## src/design/jsu_pkg.sv

```systemverilog
// shared types and codes for the json string unescaper
package jsu_pkg;

    localparam int QDEPTH = 4;
    localparam int QAW    = $clog2(QDEPTH);

    localparam logic [1:0] ST_BYTE = 2'd0;
    localparam logic [1:0] ST_DONE = 2'd1;
    localparam logic [1:0] ST_ERR  = 2'd2;

    typedef struct packed {
        logic [7:0] text_byte;
        logic       end_of_text;
    } t_in_item;

    typedef struct packed {
        logic [7:0] out_byte;
        logic [1:0] status;
        logic       run_last;
    } t_out_item;

    typedef enum logic [1:0] {
        TERM_NONE = 2'd0,
        TERM_DONE = 2'd1,
        TERM_ERR  = 2'd2
    } t_term;

    // all results caused by one input beat
    typedef struct packed {
        logic [3:0][7:0] bytes;
        logic [2:0]      byte_count;
        t_term           term;
    } t_group;

    typedef struct packed {
        logic push;
        logic full;
    } t_wr_ctl;

    typedef struct packed {
        logic pop;
        logic empty;
    } t_rd_ctl;

endpackage

```

## src/design/json_string_unescape_utf8_core.sv

```systemverilog
// top level of the json string unescaper
// Input channel: one raw text beat per accepted item (text_byte, end_of_text),
// starting at the opening quote of a string literal.
// Output channel: one result per beat: a decoded UTF-8 byte (status 0), a done
// marker (status 1) or an error marker (status 2); run_last flags the final
// result made by an input beat. On an error the consumer drops the bytes
// already received for that string; the block then waits for a new quote.
// Throughput: one input beat per cycle while the group queue has room. Each
// input beat gives zero to five results and the output side sends one result
// a cycle while the receiver is ready, so while the four bytes of a surrogate
// pair go out, the front keeps taking input until the four-deep queue fills.
// A beat's group is queued as the beat is accepted and offered after older groups.
// Reset: synchronous active low; clears scanner state and empties the queue.
// Output stall: results wait in the queue, the front stops taking beats
// only when the queue is full.
module json_string_unescape_utf8_core
    import jsu_pkg::*;
(
    input  logic      i_clk,
    input  logic      i_rst_n,
    input  logic      i_in_valid,
    output logic      o_in_ready,
    input  t_in_item  i_in_data,
    output logic      o_out_valid,
    input  logic      i_out_ready,
    output t_out_item o_out_data
);

    t_group  grp_in, grp_head;
    t_wr_ctl wr;
    t_rd_ctl rd;
    logic    push;
    logic    full;
    logic    empty;
    logic    pop;

    assign wr.push  = push;
    assign wr.full  = full;
    assign rd.pop   = pop;
    assign rd.empty = empty;

    jsu_front u_front (
        .i_clk      (i_clk),
        .i_rst_n    (i_rst_n),
        .i_in_valid (i_in_valid),
        .o_in_ready (o_in_ready),
        .i_in_data  (i_in_data),
        .i_full     (wr.full),
        .o_push     (push),
        .o_group    (grp_in)
    );

    jsu_queue u_queue (
        .i_clk   (i_clk),
        .i_rst_n (i_rst_n),
        .i_wr    (wr),
        .o_full  (full),
        .i_group (grp_in),
        .i_pop   (rd.pop),
        .o_empty (empty),
        .o_head  (grp_head)
    );

    jsu_back u_back (
        .i_clk       (i_clk),
        .i_rst_n     (i_rst_n),
        .i_q         (rd),
        .i_head      (grp_head),
        .o_pop       (pop),
        .o_out_valid (o_out_valid),
        .i_out_ready (i_out_ready),
        .o_out_data  (o_out_data)
    );

endmodule

```

## src/design/jsu_front.sv

```systemverilog
// front part: scanner state machine that turns each text byte into a result group
module jsu_front
    import jsu_pkg::*;
(
    input  logic     i_clk,
    input  logic     i_rst_n,
    input  logic     i_in_valid,
    output logic     o_in_ready,
    input  t_in_item i_in_data,
    input  logic     i_full,
    output logic     o_push,
    output t_group   o_group
);

    typedef enum logic [6:0] {
        PH_IDLE   = 7'b0000001,
        PH_BODY   = 7'b0000010,
        PH_ESC    = 7'b0000100,
        PH_HEX1   = 7'b0001000,
        PH_PAIRBS = 7'b0010000,
        PH_PAIRU  = 7'b0100000,
        PH_HEX2   = 7'b1000000
    } t_phase;

    t_phase      r_phase, n_phase;
    logic [11:0] r_acc, n_acc;
    logic [1:0]  r_cnt, n_cnt;
    logic [9:0]  r_hs, n_hs;
    t_group      grp;
    logic [7:0]  ch;
    logic [4:0]  hexd;
    logic [15:0] code;
    logic [20:0] pair_cp;
    logic        accept;

    // {valid, value}
    function automatic logic [4:0] hex_value(input logic [7:0] c);
        logic [4:0] r;
        r = 5'd0;
        if (c >= 8'h30 && c <= 8'h39)      r = {1'b1, 4'(c - 8'h30)};
        else if (c >= 8'h61 && c <= 8'h66) r = {1'b1, 4'(c - 8'h57)};
        else if (c >= 8'h41 && c <= 8'h46) r = {1'b1, 4'(c - 8'h37)};
        return r;
    endfunction

    function automatic t_group utf8_encode(input logic [20:0] v);
        t_group g;
        g = '0;
        g.term = TERM_NONE;
        if (v <= 21'h7f) begin
            g.bytes[0]   = v[7:0];
            g.byte_count = 3'd1;
        end else if (v <= 21'h7ff) begin
            g.bytes[0]   = 8'hc0 | {3'b000, v[10:6]};
            g.bytes[1]   = 8'h80 | {2'b00, v[5:0]};
            g.byte_count = 3'd2;
        end else if (v <= 21'hffff) begin
            g.bytes[0]   = 8'he0 | {4'h0, v[15:12]};
            g.bytes[1]   = 8'h80 | {2'b00, v[11:6]};
            g.bytes[2]   = 8'h80 | {2'b00, v[5:0]};
            g.byte_count = 3'd3;
        end else begin
            g.bytes[0]   = 8'hf0 | {5'h00, v[20:18]};
            g.bytes[1]   = 8'h80 | {2'b00, v[17:12]};
            g.bytes[2]   = 8'h80 | {2'b00, v[11:6]};
            g.bytes[3]   = 8'h80 | {2'b00, v[5:0]};
            g.byte_count = 3'd4;
        end
        return g;
    endfunction

    assign o_in_ready = !i_full;
    assign accept     = i_in_valid && o_in_ready;
    assign ch         = i_in_data.text_byte;
    assign hexd       = hex_value(ch);
    assign code       = {r_acc, hexd[3:0]};
    // 0x10000 plus the pair bits: the offset lands above bit ten
    assign pair_cp    = {11'({1'b0, r_hs} + 11'd64), code[9:0]};

    always_comb begin
        n_phase = r_phase;
        n_acc   = r_acc;
        n_cnt   = r_cnt;
        n_hs    = r_hs;
        grp     = '0;
        grp.term = TERM_NONE;
        unique case (r_phase) inside
            PH_IDLE: begin
                if (ch == 8'h22) n_phase = PH_BODY;
                else grp.term = TERM_ERR;
            end
            PH_BODY: begin
                if (ch == 8'h22) begin
                    grp.term = TERM_DONE;
                    n_phase  = PH_IDLE;
                end else if (ch < 8'h20) begin
                    grp.term = TERM_ERR;
                end else if (ch == 8'h5c) begin
                    n_phase = PH_ESC;
                end else begin
                    grp.bytes[0]   = ch;
                    grp.byte_count = 3'd1;
                end
            end
            PH_ESC: begin
                n_phase        = PH_BODY;
                grp.byte_count = 3'd1;
                unique case (ch) inside
                    8'h22, 8'h5c, 8'h2f: grp.bytes[0] = ch;
                    8'h62: grp.bytes[0] = 8'h08;
                    8'h66: grp.bytes[0] = 8'h0c;
                    8'h6e: grp.bytes[0] = 8'h0a;
                    8'h72: grp.bytes[0] = 8'h0d;
                    8'h74: grp.bytes[0] = 8'h09;
                    8'h75: begin
                        grp.byte_count = 3'd0;
                        n_phase        = PH_HEX1;
                        n_acc          = '0;
                        n_cnt          = '0;
                    end
                    default: begin
                        grp.byte_count = 3'd0;
                        grp.term       = TERM_ERR;
                    end
                endcase
            end
            PH_HEX1, PH_HEX2: begin
                if (!hexd[4]) begin
                    grp.term = TERM_ERR;
                end else if (r_cnt != 2'd3) begin
                    n_acc = {r_acc[7:0], hexd[3:0]};
                    n_cnt = r_cnt + 2'd1;
                end else begin
                    n_acc = '0;
                    n_cnt = '0;
                    if (r_phase == PH_HEX1) begin
                        if (code >= 16'hd800 && code <= 16'hdbff) begin
                            n_hs    = code[9:0];
                            n_phase = PH_PAIRBS;
                        end else if (code == 16'h0000 ||
                                     (code >= 16'hdc00 && code <= 16'hdfff)) begin
                            // lone low surrogate or zero code
                            grp.term = TERM_ERR;
                        end else begin
                            grp     = utf8_encode({5'd0, code});
                            n_phase = PH_BODY;
                        end
                    end else begin
                        if (code < 16'hdc00 || code > 16'hdfff) begin
                            grp.term = TERM_ERR;
                        end else begin
                            grp     = utf8_encode(pair_cp);
                            n_phase = PH_BODY;
                        end
                    end
                end
            end
            PH_PAIRBS: begin
                if (ch == 8'h5c) n_phase = PH_PAIRU;
                else grp.term = TERM_ERR;
            end
            PH_PAIRU: begin
                if (ch == 8'h75) begin
                    n_phase = PH_HEX2;
                    n_acc   = '0;
                    n_cnt   = '0;
                end else begin
                    grp.term = TERM_ERR;
                end
            end
            default: grp.term = TERM_ERR;
        endcase
        if (grp.term == TERM_ERR) begin
            n_phase = PH_IDLE;
            n_acc   = '0;
            n_cnt   = '0;
        end
        // text ran out inside a string
        if (i_in_data.end_of_text && n_phase != PH_IDLE) begin
            grp.term = TERM_ERR;
            n_phase  = PH_IDLE;
            n_acc    = '0;
            n_cnt    = '0;
        end
    end

    assign o_group = grp;
    assign o_push  = accept && (grp.byte_count != 3'd0 || grp.term != TERM_NONE);

    always_ff @(posedge i_clk) begin
        if (!i_rst_n) begin
            r_phase <= PH_IDLE;
            r_acc   <= '0;
            r_cnt   <= '0;
            r_hs    <= '0;
        end else if (accept) begin
            r_phase <= n_phase;
            r_acc   <= n_acc;
            r_cnt   <= n_cnt;
            r_hs    <= n_hs;
        end
    end

endmodule

```

## src/design/jsu_queue.sv

```systemverilog
// short queue of result groups between front and back
module jsu_queue
    import jsu_pkg::*;
(
    input  logic    i_clk,
    input  logic    i_rst_n,
    input  t_wr_ctl i_wr,
    output logic    o_full,
    input  t_group  i_group,
    input  logic    i_pop,
    output logic    o_empty,
    output t_group  o_head
);

    t_group         r_mem [QDEPTH];
    logic [QAW:0]   r_wr, r_rd;

    assign o_empty = (r_wr == r_rd);
    assign o_full  = (r_wr[QAW] != r_rd[QAW]) && (r_wr[QAW-1:0] == r_rd[QAW-1:0]);
    assign o_head  = r_mem[r_rd[QAW-1:0]];

    always_ff @(posedge i_clk) begin
        if (i_wr.push) r_mem[r_wr[QAW-1:0]] <= i_group;
    end

    always_ff @(posedge i_clk) begin
        if (!i_rst_n) begin
            r_wr <= '0;
            r_rd <= '0;
        end else begin
            if (i_wr.push) r_wr <= r_wr + 1'b1;
            if (i_pop)     r_rd <= r_rd + 1'b1;
        end
    end

endmodule

```

## src/design/jsu_back.sv

```systemverilog
// back part: walks the head group and sends its results one beat at a time
module jsu_back
    import jsu_pkg::*;
(
    input  logic      i_clk,
    input  logic      i_rst_n,
    input  t_rd_ctl   i_q,
    input  t_group    i_head,
    output logic      o_pop,
    output logic      o_out_valid,
    input  logic      i_out_ready,
    output t_out_item o_out_data
);

    logic [2:0] r_idx, n_idx;
    logic [2:0] total;
    logic       is_byte;
    logic       is_last;
    logic       fire;

    assign total   = i_head.byte_count + {2'b00, (i_head.term != TERM_NONE)};
    assign is_byte = r_idx < i_head.byte_count;
    assign is_last = (r_idx + 3'd1) == total;

    assign o_out_valid = !i_q.empty;
    assign fire        = o_out_valid && i_out_ready;
    assign o_pop       = fire && is_last;

    always_comb begin
        o_out_data.run_last = is_last;
        if (is_byte) begin
            o_out_data.out_byte = i_head.bytes[r_idx[1:0]];
            o_out_data.status   = ST_BYTE;
        end else begin
            o_out_data.out_byte = 8'h00;
            o_out_data.status   = (i_head.term == TERM_DONE) ? ST_DONE : ST_ERR;
        end
    end

    always_comb begin
        n_idx = r_idx;
        if (fire) n_idx = is_last ? 3'd0 : r_idx + 3'd1;
    end

    always_ff @(posedge i_clk) begin
        if (!i_rst_n) r_idx <= '0;
        else          r_idx <= n_idx;
    end

endmodule

```

## config.mk

```make
export PLATFORM = sky130hd
export DESIGN_NAME = json_string_unescape_utf8_core
export DESIGN_NICKNAME = d
export VERILOG_FILES = /design/src/design/jsu_pkg.sv /design/src/design/json_string_unescape_utf8_core.sv /design/src/design/jsu_front.sv /design/src/design/jsu_queue.sv /design/src/design/jsu_back.sv
export SDC_FILE = /design/constraint.sdc
export NUM_CORES = 1
export LEC_CHECK = 0
export BUFFER_PORTS_ARGS = -buffer_cell sky130_fd_sc_hd__buf_2
export CAP_MARGIN = 20
export CORE_MARGIN = 1.5
export CORE_UTILIZATION = 50
export DETAILED_ROUTE_END_ITERATION = 6
export PLACE_DENSITY = 0.69
export SYNTH_ARGS = -nofsm -noshare
export SYNTH_HDL_FRONTEND = slang
export SYNTH_HIERARCHICAL = 1
export SYNTH_SLANG_ARGS = --single-unit
```

## constraint.sdc

```tcl
create_clock -name i_clk -period 4.61 [get_ports i_clk]
set_clock_uncertainty 0.05 [all_clocks]
set_input_delay 0.6915 -clock i_clk [delete_from_list [all_inputs] [get_ports i_clk]]
set_output_delay 0.6915 -clock i_clk [all_outputs]
set_load 0.01 [all_outputs]
```

Word-level counts from Yosys, hierarchy flattened
Memories as Yosys holds them, arrays and structs flattened. A register that Yosys moved wholly into a read port is not among the register bits.
Index checks and enable logic that the tools add are counted.

word-level totals
  register bits after elaboration = 40
  memory bits (writable) = 148
  word-level logic and storage cells = 181
  memories = 1

memory list
  memory         words  width  rd ports  clocked after memory_dff  wr ports  RTL line         source
  u_queue.r_mem  4      37     1         1                         1         jsu_queue.sv:15  t_group r_mem [QDEPTH];

operators by class
  add/subtract/negate cells = 9
  $lt $le $gt $ge = 20
  equality and inequality tests = 26
  muxes and demuxes = 89
  bitwise gates (word level) = 1
  reduce and logical (&&, ||, !) cells = 28

operator list
  cell                                                                      count
  27-bit two-way mux                                                        15
  37-bit two-way mux                                                        3
  35-bit two-way mux                                                        3
  7-bit two-way mux                                                         14
  24-bit two-way mux                                                        3
  12-bit two-way mux                                                        5
  8-bit by 7-bit equality test with 1-bit output (second input constant)    7
  11-bit two-way mux                                                        5
  8-bit one-hot mux with 6 select lines                                     1
  7-bit one-hot mux with 6 select lines                                     1
  19-bit two-way mux                                                        2
  2-bit two-way mux                                                         18
  11-bit one-hot mux with 3 select lines                                    1
  16-bit >= comparator (second input constant)                              2
  16-bit <= comparator (second input constant)                              2
  25-bit two-way mux                                                        1
  8-bit two-way mux                                                         3
  12-bit one-hot mux with 2 select lines                                    1
  21-bit by 11-bit <= comparator with 1-bit output (second input constant)  1
  21-bit by 16-bit <= comparator with 1-bit output (second input constant)  1
  21-bit by 7-bit <= comparator with 1-bit output (second input constant)   1
  8-bit binary-select mux with 2-bit select                                 1
  8-bit by 6-bit equality test with 1-bit output (second input constant)    2
  8-bit by 7-bit >= comparator with 1-bit output (second input constant)    2
  53 further kinds                                                          78

Logic depth before layout (Yosys ltp)
  word-level depth = 32
  depth in mapped cells = 13
  mapped depth without buffers = 12

Cells and area by module
The synthesis kept the hierarchy.

modules (own cells, without submodules)
  module     instances  cells an instance  area each (sq um)
  jsu_queue  1          234                5798.1
  jsu_front  1          459                3289.4
  jsu_back   1          56                 584.3

Least setup slack after synthesis
OpenSTA, ideal clock, no wires.

  kind = in2reg
  start point = in i_in_data[4] (netlist bit)
  end point = mem u_queue/r_mem[3][0] (netlist bit), enable pin
  library setup time = 0.398 ns
  data arrival time = 4.229 ns
  data required time = 4.162 ns
  path slack = -0.066 ns
  stages on the path = 10
  buffers on the path = 1
  cell sequence = or4b_4 > a311oi_4 > o2111ai_2 > nor4_4 > mux2_4 > o21ai_2 > a211o_1 > o41a_1 > clkbuf_1 > and2_1

RTL lines
  item                RTL line                              source
  start: declaration  json_string_unescape_utf8_core.sv:23  input t_in_item i_in_data,
  end: declaration    jsu_queue.sv:15

Worst setup path after layout
  start point = reg u_front.r_acc[5]
  end point = mem u_queue/r_mem[3][10] (netlist bit), enable pin

on the way
  longest elaborated chain between the ends = 21
  elaborated cells on any way between the ends = 57

ends and longest elaborated chain
  item                                              RTL line                              source
  start: declaration                                jsu_front.sv:26                       logic [11:0] r_acc, n_acc;
  start signal: assignment                          jsu_front.sv:198                      r_acc <= n_acc;
  21-bit by 16-bit <= comparator with 1-bit output  jsu_front.sv:57                       end else if (v <= 21'hffff) begin
  25-bit two-way mux                                jsu_front.sv:57
  27-bit two-way mux                                jsu_front.sv:53                       end else if (v <= 21'h7ff) begin
  27-bit two-way mux                                jsu_front.sv:50                       if (v <= 21'h7f) begin
  27-bit two-way mux                                jsu_front.sv:149                      if (code < 16'hdc00 || code > 16'hdfff) begin
  27-bit two-way mux                                jsu_front.sv:136                      if (r_phase == PH_HEX1) begin
  27-bit two-way mux                                jsu_front.sv:130                      end else if (r_cnt != 2'd3) begin
  27-bit two-way mux                                jsu_front.sv:128                      if (!hexd[4]) begin
  [... 6 more ...]                                  --
  35-bit two-way mux                                jsu_front.sv:128
  11-bit one-hot mux with 3 select lines            jsu_front.sv:87                       unique case (r_phase) inside
  3-bit nonzero test                                jsu_front.sv:188                      assign o_push = accept && (grp.byte_count != 3'd0 || grp.term != TERM_NONE);
  1-bit logical OR (*)                              jsu_front.sv:188
  1-bit logical AND (*)                             jsu_front.sv:188
  named net push                                    json_string_unescape_utf8_core.sv:32  logic push;
  1-bit two-way mux (*)                             jsu_queue.sv:23                       if (i_wr.push) r_mem[r_wr[QAW-1:0]] <= i_group;
  1-bit two-way mux (implied by the code) (*)       jsu_queue.sv:23

Mark *: on every way through the listed nets, which the timed path passes. The rest lies on a longest branch. The select of a mux whose other input is x is not followed.

==> summary.md <==
| Metric | Value |
|---|---|
| Post-DR vias/cell | 6.24 |
| CTS sink count | 190 |
| Post-DP HPWL | around 16 mm |
| Clock root buffer master | clkbuf_16 |
| Main combinational cell family by area after synthesis | simple AND/OR/NAND/NOR gates |
| Max-Cap Viols | 0 |
| NumNets Final | just over 800 |
| Initial antenna violation count | 0 |
| Final min period | 4140 ps |
| Simple-gate portion of the synthesized area | 15.1% |
| Max incr delay on CP | 770 ps |
| Setup repair bufs after CTS | 0 |
| Final Cycle Share | 89.7% |
| WL met3 | between 1 and 1.5 mm |
| CTS Hold Bufs | 0 |
| Layout area overhead | 11.4% |
| CP Buf/Inv Count | 2 |
| Req. time, crit path | 4710 ps |
| Full die area | 0.0202 mm² |
| Final wirelength | 23.0 mm |
| Rel. slew slack | 31.8% |
| Total negative slack | 0 ps |
| Crit path DAT | 4240 ps |
| Finish-stage setup viols | 0 |
| End of the worst register-to-register path | u_queue/r_mem[3][10]$_DFFE_PP_ |
| Register area share after synthesis | 54.6% |
| Routability Congestion | 0.970 |
| Worst reg2reg path startpoint | u_front/r_acc[5]$_SDFFE_PN0P_ |
| Post-route worst setup slack | 474 ps |
| DRC viols | 0 |
| Chip width | 142 µm |
| Vias in the first global route | 6528 |
| Area leader, netlist | edfxtp_1 |
| First-pass GRT wire length | 36.5 mm |
| I/O Buffers | 25 |
| GRT Util Overall | 23.9% |
| Htree depth | 4 |
| Sequential power share | 52.0% |
| Share of layout cells above drive strength 1 | 19.9% |
| Max Used Layer | met4 |
| CP cell instances | nor4_1 > nand4b_1 > a2111oi_0 > nand3_1 > nand4_1 > a2bb2oi_1 > inv_1 > o41a_1 > and2_2 > buf_12 |
| Core area | between 0.015 and 0.02 mm² |
| Leakage | approximately 3.7 nW |
| Top cells by area, synth | edfxtp_1 (46%), dfxtp_1 (8.7%), mux4_2 (8.6%) |
| CTS buffer count | 17 |
| Synth Flop Type | edfxtp_1 |
| Met2 Wirelength | ~11 mm |
| FMAX | ~240 MHz |
| Post-synthesis compound-gate area fraction | 10.5% |
| Post-synthesis cell area | just under 0.01 mm² |
| Worst hold path startpoint | u_front/r_cnt[1]$_SDFFE_PN0P_ |
| Die Y | 142 µm |
| Hold Path Stages | 2 |
| PwrDens | 350 mW/mm² |
| CP Class | flip-flop to flip-flop |
| Cell count after synthesis | approximately 750 |
| Yosys warnings | 6 |
| Row cnt | 50 |
| Antenna-violating nets left | 0 |
| Slowest CP cell | nor4_1 |
| WL per Instance | 21.7 µm |
| R2R depth | 10 |
| Worst Setup Start Kind | flip-flop |
| Post-Synth XOR/XNOR Area | 1.44% |
| Yosys top cell area share | 46.0% |
| CTS max path bufs | 2 |
| Switching share of power | 24.1% |
| Largest net degree at the start of global routing | 38 |
| PostCTS Resize Cnt | 0 |
| Vias post-DR | 6611 |
| Switching power | 0.000907 W |
| Worst Path Max Fanout | 37 |
| Register area | around 0.0053 mm² |
| Measured slew at the worst slew-check pin | 998 ps |
| Pre-CTS setup slack | 163 ps |
| Clock slew at reported path FFs | 70 ps |
| Status | complete, no violations |
| Clk pwr share | roughly 38% |
| Final number of hold-violating endpoints | 0 |
| Combinational share of power | 10.2% |
| Metal1 wirelength | 9.92 mm |
| Fill count | 1520 |
| Hold Path End | u_front/r_cnt[1]$_SDFFE_PN0P_ |
| Area of the multi-input gates | 0.00409 mm² |
| Top Family by Delay on Critical Path | simple AND/OR/NAND/NOR gates |
| Max-slew violations | 0 |
| GRT overflow | 0 |
| Adder-Cell Fraction of Synth Area | 2.20% |
| Final Power | 0.00377 W |
| ANT cells | 0 |
| Worst vdd ir | 0.268 mV |
| Int Pwr | between 0.002 and 0.003 W |
| DRT iter0 DRCs | 681 |
| Synth async-reset ratio | 0% |
| Initial Utilization | 51.4% |
| Post-synthesis cell type count | 90 |
| RSZ-0062 raised after global routing | no |
| Synth Register Bits | 190 |
| Post-synthesis mux area share | 12.8% |
| R2r setup slk | about 470 ps |
| # IOs | 26 |
| Mapped Avg Cell Area | approximately 13 µm² |
| Post-synth EDFFs | 148 |
| DRT Pass-1 Iters | 6 |
| CTS tree | done |
| HP Class | flip-flop to flip-flop |
| Clock latency at the later pin of the worst-skew pair | approximately 420 ps |
| Critical Path End Type | flip-flop |
placed cells by master, fill, tap and decap left out, drive strengths merged, types with 9 or more instances in the layout:
master    n
edfxtp  148
buf      59
nand2    51
nor2     47
mux4     45
dfxtp    42
nand3    39
nor2b    23
nor3     23
o21ai    23
inv      23
a21oi    22
clkbuf   17
ha       17
mux2i    15
and2     14
nand2b   11
nor4     10
and3      9
nand4     9
a221oi    9
a22oi     9
flip-flops by register name (all words and copies together) (netlist names), named ones only:
| signal | count |
|---|---|
| u_front/r_acc | 12 |
| u_queue/r_rd | 3 |
| u_front/r_hs | 10 |
| u_front/r_cnt | 2 |
| u_queue/r_wr | 3 |
| u_back/r_idx | 3 |
| u_front/r_phase | 7 |
| u_queue/r_mem | 148 |
cell type report:
| type | count | share of cell area, % |
|---|---|---|
| Sequential cell | 190 | 49.1 |
| Timing Repair Buffer | 59 | 4.00 |
| Clock inverter | 15 | 1.41 |
| Multi-Input combinational cell | 503 | 38.0 |
| Clock buffer | 17 | 3.95 |
| Tap cell | 260 | 3.02 |
| Inverter | 16 | 0.557 |
power groups by stage:
stage	clock [W]	sequential, W	combinational (W)
floorplan	0	0.00197	0.000301
global placement	0	0.00199	0.000381
detailed placement	0	0.00200	0.000387
CTS	0.00145	0.00196	0.000389
global route	0.00152	0.00197	0.000418
finish	0.00143	0.00196	0.000384
per-layer routing:
layer	track usage, %	vias to the layer above
li1	-	3014
met1	31.7	3281
met2	40.2	271
met3	4.34	45
met4	7.87	0
met5	0	-
cell usage after synthesis (all sizes together) (10+ instances only):
library cell    n
mux4           45
nand2b         11
a21oi          22
inv            16
nor2           47
edfxtp        148
ha             17
clkbuf         27
dfxtp          42
nor3           23
nor4           10
and2           14
nand3          39
nand2          51
nor2b          23
mux2i          15
o21ai          23
buf            15
cell families after synthesis:
kind of cell             after synthesis
other                                  1
buffers and inverters                 58
adder cells (fa/ha/maj)               17
flip-flops                           190
XOR/XNOR                              15
AO/OA/AOI/OAI                        135
AND/OR/NAND/NOR                      269
multiplexers                          64
how the worst max path moves through the flow:
stage | startpoint | end | slack, ps | cells past startpoint
2_1_floorplan | i_in_data[4] | u_queue/r_mem[3][0]$_DFFE_PP_ | 310 | 10
3_3_place_gp | i_in_data[4] | u_queue/r_mem[0][27]$_DFFE_PP_ | 280 | 11
3_5_place_dp | i_in_data[2] | u_queue/r_mem[0][35]$_DFFE_PP_ | 160 | 13
4_1_cts | u_front/r_acc[5]$_SDFFE_PN0P_ | u_queue/r_mem[0][24]$_DFFE_PP_ | 570 | 10
5_1_grt | u_front/r_acc[5]$_SDFFE_PN0P_ | u_queue/r_mem[0][24]$_DFFE_PP_ | 150 | 10
6_report | u_front/r_acc[5]$_SDFFE_PN0P_ | u_queue/r_mem[3][10]$_DFFE_PP_ | 470 | 10
stage by stage:
step	hold slack [ps]	utilization (%)	instances	cell area [µm²]
4_1_cts	428	57.2	1060	10800
6_report	430	57.2	1060	10800
5_1_grt	454	57.2	1060	10800
3_3_place_gp	405	54.1	1028	10200
3_5_place_dp	414	54.1	1028	10200
2_1_floorplan	389	-	751	9680
tightest hold or removal path, delay by kind of cell, from the launching register on:
family / cells / cell delay [ps]
simple gates: 1 / 50
compound gates: 1 / 60
flops: 1 / 320
No activity file was read; power rests on OpenSTA's default activity.
